===== config.mk =====
export PLATFORM = sky130hd
export DESIGN_NAME = clock_buffer_frame_manager_core
export DESIGN_NICKNAME = d
export VERILOG_FILES = /design/src/design/cbfm_pkg.sv /design/src/design/cbfm_desc_mem.sv /design/src/design/clock_buffer_frame_manager_core.sv
export VERILOG_INCLUDE_DIRS = /design/src /design/src/design
export SDC_FILE = /design/constraint.sdc
export NUM_CORES = 1
export LEC_CHECK = 0
export BUFFER_PORTS_ARGS = -buffer_cell sky130_fd_sc_hd__buf_2
export CAP_MARGIN = 20
export CORE_MARGIN = 8
export CORE_UTILIZATION = 56
export DETAILED_ROUTE_END_ITERATION = 8
export PLACE_DENSITY = 0.74
export SKIP_CTS_REPAIR_TIMING = 1
export SLEW_MARGIN = 20
export SYNTH_ARGS = -nofsm -noshare
export SYNTH_HDL_FRONTEND = slang
export SYNTH_HIERARCHICAL = 1
export SYNTH_SLANG_ARGS = --single-unit

===== constraint.sdc =====
create_clock -name clk -period 6.1 [get_ports clk]
set_input_delay 0.61 -clock clk [delete_from_list [all_inputs] [get_ports clk]]
set_output_delay 0.61 -clock clk [all_outputs]
set_load 0.05 [all_outputs]

===== src/design/assert_macros.svh =====
// Assertion macros for the frame manager RTL.
// Included by the core module, which carries concurrent checks.
`ifndef ASSERT_MACROS_SVH
`define ASSERT_MACROS_SVH
// Implication checked every clock edge, disabled during reset.
`define ASSERT_IMP(label, clk, rst_n, ante, cons, msg) \
  label: assert property (@(posedge clk) disable iff (!rst_n) (ante) |-> (cons)) \
    else $error(msg);
// Next-cycle implication.
`define ASSERT_NXT(label, clk, rst_n, ante, cons, msg) \
  label: assert property (@(posedge clk) disable iff (!rst_n) (ante) |=> (cons)) \
    else $error(msg);
`endif


===== src/design/cbfm_pkg.sv =====
// Package for the clock buffer frame manager: codes, states, result type.
// No dependencies.
`timescale 1ns / 1ps
package cbfm_pkg;
  localparam int FileW = 8;
  localparam int PageW = 32;
  localparam int FrmOutW = 4;
  localparam int StatW = 3;

  typedef enum logic [1:0] {
    MODE_READ  = 2'd0,
    MODE_ALLOC = 2'd1,
    MODE_UNPIN = 2'd2,
    MODE_FLUSH = 2'd3
  } mode_t;

  typedef enum logic [StatW-1:0] {
    ST_OK       = 3'd0,
    ST_EXCEEDED = 3'd1,
    ST_NOT_RES  = 3'd2,
    ST_NOT_PIN  = 3'd3,
    ST_PINNED   = 3'd4
  } status_t;

  typedef enum logic [3:0] {
    S_IDLE,
    S_SCAN,     // walk all frames: lookup, all-pinned, flush pinned check
    S_SCAN_END,
    S_HIT,
    S_SWEEP,
    S_UNPIN,
    S_FLUSH,
    S_FLUSH_END,
    S_OUT
  } state_t;

  typedef struct packed {
    logic [FrmOutW-1:0] frame;
    logic               hit;
    logic               need_fetch;
    logic [StatW-1:0]   status;
    logic               wb_valid;
    logic [FileW-1:0]   wb_file;
    logic [PageW-1:0]   wb_page;
    logic               last;
  } result_t;
endpackage


===== src/design/cbfm_desc_mem.sv =====
// Descriptor memory: tags in a RAM, valid bits in flops, registered read.
// Depends on cbfm_pkg.
`timescale 1ns / 1ps
module cbfm_desc_mem #(
  parameter int NUM_FRAMES = 16,
  parameter int PIN_BITS = 8,
  localparam int IdxW = $clog2(NUM_FRAMES)
) (
  input  logic                   clk,
  input  logic                   rst_n,
  input  logic [IdxW-1:0]        rd_addr,
  output logic                   rd_valid,
  output logic                   rd_ref,
  output logic                   rd_dirty,
  output logic [PIN_BITS-1:0]    rd_pin,
  output logic [cbfm_pkg::FileW-1:0] rd_file,
  output logic [cbfm_pkg::PageW-1:0] rd_page,
  input  logic                   wr_en,
  input  logic [IdxW-1:0]        wr_addr,
  input  logic                   wr_valid,
  input  logic                   wr_ref,
  input  logic                   wr_dirty,
  input  logic [PIN_BITS-1:0]    wr_pin,
  input  logic                   wr_tags,
  input  logic [cbfm_pkg::FileW-1:0] wr_file,
  input  logic [cbfm_pkg::PageW-1:0] wr_page
);
  import cbfm_pkg::*;
  localparam int MetaW = 2 + PIN_BITS;

  logic [MetaW-1:0] meta_mem [NUM_FRAMES];
  logic [FileW+PageW-1:0] tag_mem [NUM_FRAMES];
  logic [NUM_FRAMES-1:0] valid_r;
  logic rd_v_r;
  logic [MetaW-1:0] meta_q;
  logic [FileW+PageW-1:0] tag_q;

  // Valid bits reset at once; ref, dirty and pin are masked by valid on read.
  always_ff @(posedge clk) begin
    if (!rst_n) begin
      valid_r <= '0;
      rd_v_r  <= 1'b0;
    end else begin
      rd_v_r <= valid_r[rd_addr];
      if (wr_en) valid_r[wr_addr] <= wr_valid;
    end
  end

  always_ff @(posedge clk) begin
    meta_q <= meta_mem[rd_addr];
    tag_q  <= tag_mem[rd_addr];
    if (wr_en) begin
      meta_mem[wr_addr] <= {wr_ref, wr_dirty, wr_pin};
      if (wr_tags) tag_mem[wr_addr] <= {wr_file, wr_page};
    end
  end

  assign rd_valid = rd_v_r;
  assign rd_ref   = rd_v_r & meta_q[MetaW-1];
  assign rd_dirty = rd_v_r & meta_q[MetaW-2];
  assign rd_pin   = rd_v_r ? meta_q[PIN_BITS-1:0] : '0;
  assign rd_file  = tag_q[FileW+PageW-1:PageW];
  assign rd_page  = tag_q[PageW-1:0];
endmodule


===== src/design/clock_buffer_frame_manager_core.sv =====
// Top level of the clock buffer frame manager.
// Depends on cbfm_pkg, cbfm_desc_mem and assert_macros.svh.
`timescale 1ns / 1ps
// Frame manager for a buffer pool with clock replacement. Each request (read,
// allocate, unpin, flush) walks the descriptor memory in a synchronous RAM.
// Every request first scans all NUM_FRAMES descriptors, one per cycle, to find a
// tag match, check whether the sweep range is fully pinned and, for a flush,
// whether any frame of the file is pinned. A hit or an unpin of a resident page
// then re-reads and updates its frame. If the range is not fully pinned, a miss
// runs the clock sweep, at most twice the sweep span of visits; if no frame of
// the file is pinned, a flush walks all frames, stalls while a write-back result
// waits, and emits one result per dirty frame of the file plus a final one.
// Sweep and flush read then examine each frame. Results wait in an output register;
// a new request is taken only after the last result of the current one is taken.
// frames_in_use is sampled live; write it only while the block is idle.
module clock_buffer_frame_manager_core #(
  parameter int NUM_FRAMES = 16,
  parameter int PIN_BITS = 8
) (
  input  logic        clk,
  input  logic        rst_n,
  input  logic        cfg_we,
  input  logic [4:0]  cfg_wdata,
  input  logic        in_valid,
  output logic        in_ready,
  input  logic [1:0]  in_mode,
  input  logic [7:0]  in_file_id,
  input  logic [31:0] in_page_no,
  input  logic        in_set_dirty,
  output logic        out_valid,
  input  logic        out_ready,
  output logic [3:0]  out_frame,
  output logic        out_hit,
  output logic        out_need_fetch,
  output logic [2:0]  out_status,
  output logic        out_wb_valid,
  output logic [7:0]  out_wb_file,
  output logic [31:0] out_wb_page,
  output logic        out_last
);
  import cbfm_pkg::*;
  `include "assert_macros.svh"

  localparam int IdxW = $clog2(NUM_FRAMES);
  localparam int CntW = $clog2(NUM_FRAMES + 1);
  localparam int SwW  = $clog2(2 * NUM_FRAMES + 2);
  localparam logic [PIN_BITS-1:0] PinMax = '1;
  localparam logic [IdxW-1:0] LastIdx = IdxW'(NUM_FRAMES - 1);

  state_t state_r, state_nxt;
  logic [4:0] fiu_r;
  logic [IdxW-1:0] hand_r, hand_nxt;
  logic [1:0] mode_r;
  logic [FileW-1:0] file_r;
  logic [PageW-1:0] page_r;
  logic sd_r;
  logic [IdxW-1:0] ptr_r, ptr_nxt;      // address issued this cycle
  logic rdv_r, rdv_nxt;                 // read data returning this cycle
  logic [IdxW-1:0] rdi_r;               // index of returning data
  logic found_r, found_nxt;
  logic [IdxW-1:0] fidx_r, fidx_nxt;
  logic allpin_r, allpin_nxt;
  logic anypin_r, anypin_nxt;
  logic [SwW-1:0] steps_r, steps_nxt;
  logic phase_r, phase_nxt;             // 0 issue, 1 examine (hit, unpin, sweep, flush)
  logic flast_r, flast_nxt;             // flush walk reached last frame
  result_t res_r, res_nxt;
  logic ov_r, ov_nxt;

  logic [IdxW-1:0] rd_addr;
  logic rd_valid, rd_ref, rd_dirty;
  logic [PIN_BITS-1:0] rd_pin;
  logic [FileW-1:0] rd_file;
  logic [PageW-1:0] rd_page;
  logic wr_en, wr_valid, wr_ref, wr_dirty, wr_tags;
  logic [IdxW-1:0] wr_addr;
  logic [PIN_BITS-1:0] wr_pin;

  logic [CntW-1:0] span;
  logic tag_match, file_match, hand_wrap;
  logic [IdxW-1:0] hand_adv;

  // Effective sweep span: 0 counts as 1, clamp at NUM_FRAMES.
  always_comb begin
    if (fiu_r == '0) span = CntW'(1);
    else if (32'(fiu_r) > NUM_FRAMES) span = CntW'(NUM_FRAMES);
    else span = CntW'(fiu_r);
  end

  assign file_match = rd_valid && (rd_file == file_r);
  assign tag_match  = file_match && (rd_page == page_r);
  assign hand_wrap  = (32'(hand_r) + 1) >= 32'(span);
  assign hand_adv   = hand_wrap ? '0 : hand_r + 1'b1;

  cbfm_desc_mem #(.NUM_FRAMES(NUM_FRAMES), .PIN_BITS(PIN_BITS)) u_mem (
    .clk, .rst_n, .rd_addr, .rd_valid, .rd_ref, .rd_dirty, .rd_pin,
    .rd_file, .rd_page, .wr_en, .wr_addr, .wr_valid, .wr_ref, .wr_dirty,
    .wr_pin, .wr_tags, .wr_file(file_r), .wr_page(page_r)
  );

  assign in_ready = (state_r == S_IDLE);
  assign out_valid = ov_r;
  assign out_frame = res_r.frame;
  assign out_hit = res_r.hit;
  assign out_need_fetch = res_r.need_fetch;
  assign out_status = res_r.status;
  assign out_wb_valid = res_r.wb_valid;
  assign out_wb_file = res_r.wb_file;
  assign out_wb_page = res_r.wb_page;
  assign out_last = res_r.last;

  always_ff @(posedge clk) begin
    if (!rst_n) begin
      state_r <= S_IDLE;
      fiu_r   <= 5'd16;
      hand_r  <= LastIdx;
      ov_r    <= 1'b0;
      rdv_r   <= 1'b0;
    end else begin
      state_r <= state_nxt;
      hand_r  <= hand_nxt;
      ov_r    <= ov_nxt;
      rdv_r   <= rdv_nxt;
      if (cfg_we) fiu_r <= cfg_wdata;
    end
  end

  always_ff @(posedge clk) begin
    ptr_r <= ptr_nxt;
    rdi_r <= rd_addr;
    found_r <= found_nxt;
    fidx_r <= fidx_nxt;
    allpin_r <= allpin_nxt;
    anypin_r <= anypin_nxt;
    steps_r <= steps_nxt;
    phase_r <= phase_nxt;
    flast_r <= flast_nxt;
    res_r <= res_nxt;
    if (in_valid && in_ready) begin
      mode_r <= in_mode;
      file_r <= in_file_id;
      page_r <= in_page_no;
      sd_r   <= in_set_dirty;
    end
  end

  always_comb begin
    state_nxt = state_r;
    hand_nxt = hand_r;
    ptr_nxt = ptr_r;
    rdv_nxt = 1'b0;
    rd_addr = ptr_r;
    found_nxt = found_r;
    fidx_nxt = fidx_r;
    allpin_nxt = allpin_r;
    anypin_nxt = anypin_r;
    steps_nxt = steps_r;
    phase_nxt = phase_r;
    flast_nxt = flast_r;
    res_nxt = res_r;
    ov_nxt = ov_r;
    wr_en = 1'b0;
    wr_addr = rdi_r;
    wr_valid = 1'b1;
    wr_ref = rd_ref;
    wr_dirty = rd_dirty;
    wr_pin = rd_pin;
    wr_tags = 1'b0;
    if (ov_r && out_ready) ov_nxt = 1'b0;
    case (state_r)
      S_IDLE: begin
        rd_addr = '0;
        if (in_valid) begin
          state_nxt = S_SCAN;
          ptr_nxt = (NUM_FRAMES > 1) ? IdxW'(1) : '0;
          rdv_nxt = 1'b1;
          found_nxt = 1'b0;
          allpin_nxt = 1'b1;
          anypin_nxt = 1'b0;
        end
      end
      S_SCAN: begin
        // Issue next address while checking the returning descriptor.
        if (rdv_r) begin
          if (tag_match && !found_r) begin
            found_nxt = 1'b1;
            fidx_nxt = rdi_r;
          end
          if ((32'(rdi_r) < 32'(span)) && (!rd_valid || rd_pin == '0))
            allpin_nxt = 1'b0;
          if (file_match && rd_pin != '0) anypin_nxt = 1'b1;
        end
        if (rd_addr == LastIdx && !(rdv_r && rdi_r == LastIdx)) begin
          rdv_nxt = 1'b1;
          state_nxt = S_SCAN_END;
        end else begin
          rdv_nxt = 1'b1;
          ptr_nxt = ptr_r + 1'b1;
        end
      end
      S_SCAN_END: begin
        // Last descriptor returns this cycle.
        if (tag_match && !found_r) begin
          found_nxt = 1'b1;
          fidx_nxt = rdi_r;
        end
        if ((32'(rdi_r) < 32'(span)) && (!rd_valid || rd_pin == '0))
          allpin_nxt = 1'b0;
        if (file_match && rd_pin != '0) anypin_nxt = 1'b1;
        case (mode_t'(mode_r))
          MODE_FLUSH: begin
            if (anypin_r || (file_match && rd_pin != '0)) begin
              res_nxt = '0;
              res_nxt.status = ST_PINNED;
              res_nxt.last = 1'b1;
              ov_nxt = 1'b1;
              state_nxt = S_OUT;
            end else begin
              state_nxt = S_FLUSH;
              ptr_nxt = '0;
              phase_nxt = 1'b0;
              flast_nxt = 1'b0;
            end
          end
          MODE_UNPIN: begin
            if (found_r || tag_match) begin
              ptr_nxt = found_r ? fidx_r : rdi_r;
              state_nxt = S_UNPIN;
              phase_nxt = 1'b0;
            end else begin
              res_nxt = '0;
              res_nxt.status = ST_NOT_RES;
              res_nxt.last = 1'b1;
              ov_nxt = 1'b1;
              state_nxt = S_OUT;
            end
          end
          default: begin
            if (found_r || tag_match) begin
              ptr_nxt = found_r ? fidx_r : rdi_r;
              state_nxt = S_HIT;
              phase_nxt = 1'b0;
            end else if (allpin_nxt) begin
              res_nxt = '0;
              res_nxt.status = ST_EXCEEDED;
              res_nxt.last = 1'b1;
              ov_nxt = 1'b1;
              state_nxt = S_OUT;
            end else begin
              state_nxt = S_SWEEP;
              phase_nxt = 1'b0;
              steps_nxt = '0;
            end
          end
        endcase
      end
      S_HIT, S_UNPIN: begin
        rd_addr = ptr_r;
        if (!phase_r) begin
          rdv_nxt = 1'b1;
          phase_nxt = 1'b1;
        end else begin
          wr_en = 1'b1;
          res_nxt = '0;
          res_nxt.frame = FrmOutW'(rdi_r);
          res_nxt.last = 1'b1;
          if (state_r == S_HIT) begin
            wr_ref = 1'b1;
            if (rd_pin != PinMax) wr_pin = rd_pin + 1'b1;
            res_nxt.hit = 1'b1;
          end else if (rd_pin == '0) begin
            wr_en = 1'b0;
            res_nxt.status = ST_NOT_PIN;
          end else begin
            wr_dirty = rd_dirty | sd_r;
            wr_pin = rd_pin - 1'b1;
          end
          ov_nxt = 1'b1;
          state_nxt = S_OUT;
        end
      end
      S_SWEEP: begin
        if (!phase_r) begin
          hand_nxt = hand_adv;
          rd_addr = hand_adv;
          rdv_nxt = 1'b1;
          phase_nxt = 1'b1;
        end else begin
          phase_nxt = 1'b0;
          steps_nxt = steps_r + 1'b1;
          if (rd_valid && rd_ref) begin
            wr_en = 1'b1;
            wr_ref = 1'b0;
          end else if (rd_valid && rd_pin != '0) begin
            wr_en = 1'b0;
          end else begin
            // Victim taken.
            wr_en = 1'b1;
            wr_tags = 1'b1;
            wr_ref = 1'b1;
            wr_dirty = 1'b0;
            wr_pin = PIN_BITS'(1);
            res_nxt = '0;
            res_nxt.frame = FrmOutW'(rdi_r);
            res_nxt.need_fetch = (mode_t'(mode_r) == MODE_READ);
            res_nxt.wb_valid = rd_dirty;
            res_nxt.wb_file = rd_dirty ? rd_file : '0;
            res_nxt.wb_page = rd_dirty ? rd_page : '0;
            res_nxt.last = 1'b1;
            ov_nxt = 1'b1;
            state_nxt = S_OUT;
          end
        end
      end
      S_FLUSH: begin
        // Stall while a write-back result is still waiting.
        if (!phase_r) begin
          rd_addr = ptr_r;
          rdv_nxt = 1'b1;
          phase_nxt = 1'b1;
          flast_nxt = (ptr_r == LastIdx);
        end else if (!ov_r || out_ready || !(file_match && rd_dirty)) begin
          if (file_match) begin
            wr_en = 1'b1;
            wr_valid = 1'b0;
            wr_ref = 1'b0;
            wr_dirty = 1'b0;
            wr_pin = '0;
            if (rd_dirty) begin
              res_nxt = '0;
              res_nxt.frame = FrmOutW'(rdi_r);
              res_nxt.wb_valid = 1'b1;
              res_nxt.wb_file = rd_file;
              res_nxt.wb_page = rd_page;
              ov_nxt = 1'b1;
            end
          end
          phase_nxt = 1'b0;
          ptr_nxt = ptr_r + 1'b1;
          if (flast_r) state_nxt = S_FLUSH_END;
        end else begin
          // Hold the read data by re-reading the same entry.
          rd_addr = rdi_r;
          rdv_nxt = 1'b1;
        end
      end
      S_FLUSH_END: begin
        if (!ov_r || out_ready) begin
          res_nxt = '0;
          res_nxt.last = 1'b1;
          ov_nxt = 1'b1;
          state_nxt = S_OUT;
        end
      end
      S_OUT: begin
        if (ov_r && out_ready) state_nxt = S_IDLE;
      end
      default: state_nxt = S_IDLE;
    endcase
  end

  // Checks.
  `ASSERT_IMP(a_busy_no_accept, clk, rst_n, state_r != S_IDLE, !in_ready,
              "request accepted while busy")
  `ASSERT_IMP(a_hand_range, clk, rst_n, 1'b1, 32'(hand_r) < NUM_FRAMES,
              "clock hand out of range")
  `ASSERT_NXT(a_out_done, clk, rst_n, state_r == S_OUT && ov_r && out_ready,
              state_r == S_IDLE && !ov_r, "final result not retired")
  `ASSERT_IMP(a_last_in_out, clk, rst_n, ov_r && res_r.last, state_r == S_OUT,
              "last result outside final state")
endmodule


# --- Word-level counts from Yosys, hierarchy flattened ---
# Memories as Yosys holds them, arrays and structs flattened. A register that Yosys moved wholly into a read port is not among the register bits.
# Index checks and enable logic that the tools add are counted.
op_classes:
  add_sub_neg: 5
  n_eq_ne: 41
  n_bitwise: 4
  n_mul: 0
  reduce_logical: 44
  muxes: 155
  magnitude_cmp: 6
  shifts: 0
  n_div: 0
op_table:
  columns: ["op", "count"]
  rows:
  - ["$mux W51", 13]
  - ["$pmux W51 S5", 1]
  - ["$mux W4", 28]
  - ["$pmux W51 S2", 1]
  - ["$mux W8", 12]
  - ["$mux W1", 74]
  - ["$ne A2 B2 Y1 const B", 18]
  - ["$eq A32 B32 Y1", 1]
  - ["$mux W32", 1]
  - ["$pmux W4 S8", 1]
  - ["$pmux W8 S3", 1]
  - ["$ne A3 B3 Y1 const B", 6]
  - ["$pmux W1 S3", 6]
  - ["$bwmux W16", 1]
  - ["$eq A4 B3 Y1 const B", 4]
  - ["$pmux W4 S2", 2]
  - ["$pmux W4 S4", 1]
  - ["$reduce_and A14 Y1", 1]
  - ["$logic_and A1 B1 Y1", 13]
  - ["$eq A4 B4 Y1 const B", 3]
  - ["$pmux W4 S3", 1]
  - ["$reduce_and A11 Y1", 1]
  - ["$lt A4 B5 Y1 const B", 2]
  - ["$mux W5", 2]
  - ["other kinds (40)", 61]
word_totals:
  memories: 2
  mem_bits_rw: 800
  ff_bits: 143
  in_bits: 53
  latchBits: 0
  mem_bits_ro: 0
memory_table:
  columns: ["name", "words", "width", "read_ports", "rd_ports_with_merged_regs", "write_ports", "line", "rtl"]
  rows:
  - ["u_mem.tag_mem", 16, 40, 1, 1, 1, "cbfm_desc_mem.sv:32", "logic [FileW+PageW-1:0] tag_mem [NUM_FRAMES];"]
  - ["u_mem.meta_mem", 16, 10, 1, 1, 1, "cbfm_desc_mem.sv:31", "logic [MetaW-1:0] meta_mem [NUM_FRAMES];"]

# --- Depth between registers and ports, before layout ---
depth:
  depth_word: 11
  depth_mapped: 17

# --- Cells and area by module ---
# The synthesis kept the hierarchy.
modules_own_cells:
  columns: ["module", "cells_each", "area_each_um2", "instances"]
  rows:
  - ["cbfm_desc_mem", 1404, 31919.4, 1]
  - ["clock_buffer_frame_manager_core", 556, 6344.8, 1]

# --- Worst setup path after synthesis ---
# OpenSTA, ideal clock, no wires.
synth_timing:
  path_type: "reg-to-reg"
  start: "register u_mem.rd_v_r, in the netlist u_mem/rd_valid"
  end: "register res_r (netlist bit out_frame[0]), enable pin"
  path_stages_with_launch: 12
  path_buffers: 1
  path_slack_ps: -643
  arrival_time_ps: 6200
  path_cell_list: "dfxtp_1 > and2_1 > inv_1 > ha_1 > or3b_1 > or2_0 > buf_2 > and4_1 > nor2_1 > mux2_2 > mux2_2 > a221oi_1"
synth_between:
  elab_chain_cells: 8
  elab_cells_between_ends: 30
  cone_classes: "eq/ne: 9; mux: 3; bitwise: 2; reduce/logical: 16"
synth_rtl:
  columns: ["element", "line", "rtl"]
  rows:
  - ["from (decl)", "cbfm_desc_mem.sv:34", "logic rd_v_r;"]
  - ["from (signal assigned)", "cbfm_desc_mem.sv:44", "rd_v_r <= valid_r[rd_addr];"]
  - ["$mux W8 *", "cbfm_desc_mem.sv:61", "assign rd_pin = rd_v_r ? meta_q[PIN_BITS-1:0] : '0;"]
  - ["named net rd_pin[0]", "clock_buffer_frame_manager_core.sv:72", "logic [PIN_BITS-1:0] rd_pin;"]
  - ["$logic_not A8 Y1", "clock_buffer_frame_manager_core.sv:207", "if ((32'(rdi_r) < 32'(span)) && (!rd_valid || rd_pin == '0))"]
  - ["$logic_or A1 B1 Y1", "clock_buffer_frame_manager_core.sv:207", null]
  - ["$logic_and A1 B1 Y1", "clock_buffer_frame_manager_core.sv:207", null]
  - ["$mux W1", null, null]
  - ["$mux W1", "clock_buffer_frame_manager_core.sv:170", "case (state_r)"]
  - ["$ne A4 B4 Y1 (no source line)", null, null]
  - ["$reduce_and A14 Y1 (no source line) *", null, null]
  - ["to (signal assigned)", "clock_buffer_frame_manager_core.sv:138", "res_r <= res_nxt;"]
  - ["to (decl)", "clock_buffer_frame_manager_core.sv:67", "result_t res_r, res_nxt;"]
# Mark *: on every way through the listed nets, which the timed path passes. The rest lies on a longest branch. The select of a mux whose other input is x is not followed.
# A chain may end at the register's enable or synchronous reset.

# --- Worst setup path after layout ---
layout_timing:
  start: "register file_r[7]"
  end: "register u_mem.tag_q[14] (read register of u_mem.tag_mem)"
layout_between:
  elab_chain_cells: 8
layout_rtl:
  columns: ["element", "line", "rtl"]
  rows:
  - ["from (decl)", "clock_buffer_frame_manager_core.sv:54", "logic [FileW-1:0] file_r;"]
  - ["from (signal assigned)", "clock_buffer_frame_manager_core.sv:141", "file_r <= in_file_id;"]
  - ["$eq A8 B8 Y1", "clock_buffer_frame_manager_core.sv:90", "assign file_match = rd_valid && (rd_file == file_r);"]
  - ["$logic_and A1 B1 Y1", "clock_buffer_frame_manager_core.sv:90", null]
  - ["$logic_and A1 B1 Y1", "clock_buffer_frame_manager_core.sv:322", "end else if (!ov_r || out_ready || !(file_match && rd_dirty)) begin"]
  - ["$logic_not A1 Y1", "clock_buffer_frame_manager_core.sv:322", null]
  - ["$logic_or A1 B1 Y1", "clock_buffer_frame_manager_core.sv:322", null]
  - ["$mux W4", "clock_buffer_frame_manager_core.sv:322", null]
  - ["$mux W4", "clock_buffer_frame_manager_core.sv:317", "if (!phase_r) begin"]
  - ["$pmux W4 S3", "clock_buffer_frame_manager_core.sv:170", null]
  - ["named net rd_addr[0]", "clock_buffer_frame_manager_core.sv:70", "logic [IdxW-1:0] rd_addr;"]
  - ["to (decl)", "cbfm_desc_mem.sv:36", "logic [FileW+PageW-1:0] tag_q;"]
# The timed path passes the listed nets, and every way through them passes these cells.

==> metrics <==
main area contributors after synthesis edfxtp_1, mux4_2, dfxtp_1; Multi-input gate area slightly below 0.009 sq mm; share of cells above drive strength 1 26.03%; Max-Slew Margin vs Limit 27.31%; WL/cell around 29 um; synthesized cell area 0.03826 sq mm; # IOs 106; GR Util All Layers 22.73%; initial antenna violation count 2; Tmin final 4.795 ns; most common cell after layout, fill and taps aside edfxtp_1; post-synth net total 2025; Final Instance Count excl. Fillers 3100; die height around 280 um; slowest stage delay, CP between 0.7 and 0.8 ns; CTS Buf Count 97; CP max FO 58; CP max-delay cell nor4_1; Sequential Area just under 0.03 sq mm; Async SR Flop Fraction 0%; post-DR vias/cell 6.388; Cell Chain, Critical Path xor2_1 -> nor4_1 -> and3_1 -> nand4_1 -> mux2i_1 -> o221ai_4 -> buf_12 -> mux4_2 -> a22oi_1 -> nand2_1; largest net degree at the start of global routing 93; Detail Placement HPWL 49300 um; initial DRC count about 2200; CP Launch Type flip-flop; Ys Warns 6; Max Cap Viol 0; Initial Utilization 56.18%; critical path class reg2reg; Layout area overhead 14.04%; # DRC 0; final hold violation count 0; NumNets Final ~2200; CP endpoint kind flip-flop; Primary FF master, synth edfxtp_1; share of the synthesized area in the top cell type ~70%; WL final slightly below 90000 um; first-pass GRT wire length approximately 130000 um; CP required ~6.6 ns; fin crit share between 70% and 80%; Sink Count between 900 and 1000; Leak ~14 nW; sequential cell area fraction in the yosys report around three quarters; CP bufs+invs 1; filler cell count between 4000 and 5000; Final ANT Viol Nets 0; Setup TNS Final 0 ns; port bufs approximately 110; EDFF count, synth 907; commonest non-fill, non-tap cells in the layout edfxtp_1, mux4_2, nand2_1, buf_2, a22oi_1; RSZ-0062 raised after global routing false; die width around 280 um; fmax between 0.2 and 0.25 GHz; CTS Root Cell clkbuf_16; Core ar. 0.06811 sq mm; Final Max Slew Viols 0; Syn Inst Count between 1500 and 2000; skew final slightly below 0.03 ns; critical path arrival 5.34 ns; register clock-pin slew on the reported worst setup and hold paths around 0.060 ns; Worst-Margin Slew 1.082 ns; Die ar. 0.07695 sq mm; cell taking the most area after synthesis edfxtp_1; htree depth 3; status finished, final reports clean; mean post-synth cell area ~20 sq um; global route overflow 0; dpl cells 2915; Placer Congestion roughly 0.90; CTS tree done; buffer depth of the longest clock path 3; PwrDens approximately 460 mW/mm^2; min-delay worst type in2reg; Setup Viol. Count Final 0; Skew-Pair Late Insertion Delay approximately 0.67 ns; Seq cells post-synth 993; Max IR drop VDD approximately 360 uV; first drt pass iteration count 9; Distinct cells, synth 71; via count 19800; cell row count 96; number of global-route vias before repair ~20000; Top delay family on crit path simple AND/OR/NAND/NOR gates
-- cell families after synthesis --
| logic type | share of synthesized area, % |
|---|---|
| adder cells (fa/ha/maj) | 0.3924 |
| AND/OR/NAND/NOR | 4.480 |
| multiplexers | 12.47 |
| XOR/XNOR | 1.076 |
| AO/OA/AOI/OAI | 4.405 |
| flip-flops | 75.68 |
| buffers and inverters | 1.494 |
-- routing by layer --
| metal | vias to the layer above | track usage [%] | wire (um) |
|---|---|---|---|
| met1 | 10240 | 30.24 | 34100 |
| met5 | - | 0 | 0 |
| met2 | 1073 | 38.41 | 44790 |
| met3 | 152 | 3.941 | 7199 |
| met4 | 0 | 7.082 | 2341 |
| li1 | 8336 | - | - |
-- sequential cells by signal, indices dropped and copies added, names as in the netlist, 8 cells and up --
| signal | cells |
|---|---|
| u_mem/tag_mem | 640 |
| file_r | 8 |
| u_mem/meta_mem | 160 |
| out_wb_page | 32 |
| out_wb_file | 8 |
| u_mem/valid_r | 16 |
| u_mem/tag_q | 40 |
| page_r | 32 |
| u_mem/meta_q | 10 |
-- Yosys cell counts (16+ instances only) --
| cell | instances |
|---|---|
| buf_2 | 28 |
| nand4_1 | 16 |
| a21oi_1 | 18 |
| nand2_1 | 105 |
| edfxtp_1 | 907 |
| dfxtp_1 | 86 |
| and2_1 | 75 |
| mux2i_1 | 19 |
| mux4_2 | 202 |
| o21ai_0 | 25 |
| a22oi_1 | 100 |
| nand3_1 | 17 |
| clkbuf_1 | 47 |
| xnor2_1 | 35 |
| nor2_1 | 48 |
-- report_power, final --
part / total, W / leakage (nW) / internal, W / switching [W]
logic: 0.00507 / 3.59 / 0.00218 / 0.00289
clock network: 0.00622 / 1.60 / 0.00363 / 0.00259
registers: 0.00882 / 8.92 / 0.00823 / 0.000587
-- layout make-up --
class	count	share of cell area [%]
Multi-Input combinational cell	852	20.32
Clock inverter	65	1.912
Timing Repair Buffer	172	2.930
Inverter	16	0.1376
Sequential cell	993	66.36
Antenna cell	1	0.005735
Clock buffer	119	5.801
Tap cell	882	2.529
-- through the flow --
| step | hold WS, ns | instance area, sq um | total power (W) | util, % | worst slack (ns) |
|---|---|---|---|---|---|
| CTS | 0.08193 | 43620 | 0.02025 | 64.05 | 1.300 |
| global placement | 0.4575 | 40260 | 0.01393 | 59.11 | 1.371 |
| finish | 0.1160 | 43640 | 0.02012 | 64.07 | 1.305 |
| detailed placement | 0.4699 | 40260 | 0.01403 | 59.11 | 1.244 |
| floorplan | 0.4520 | 38270 | 0.01260 | - | 1.037 |
| global route | 0.09066 | 43630 | 0.02088 | 64.07 | 1.019 |
-- final timing paths --
check,from,end,slack [ns],cells past startpoint
worst max-delay path,file_r[7],u_mem/tag_q[14],1.31,10
worst min-delay path,in_page_no[17],page_r[17],0.12,1
worst max register to register,file_r[7],u_mem/tag_q[14],1.31,10
worst min register to register,u_mem/valid_r[5],u_mem/valid_r[5],0.48,2
(Power assumes the default switching activity.)
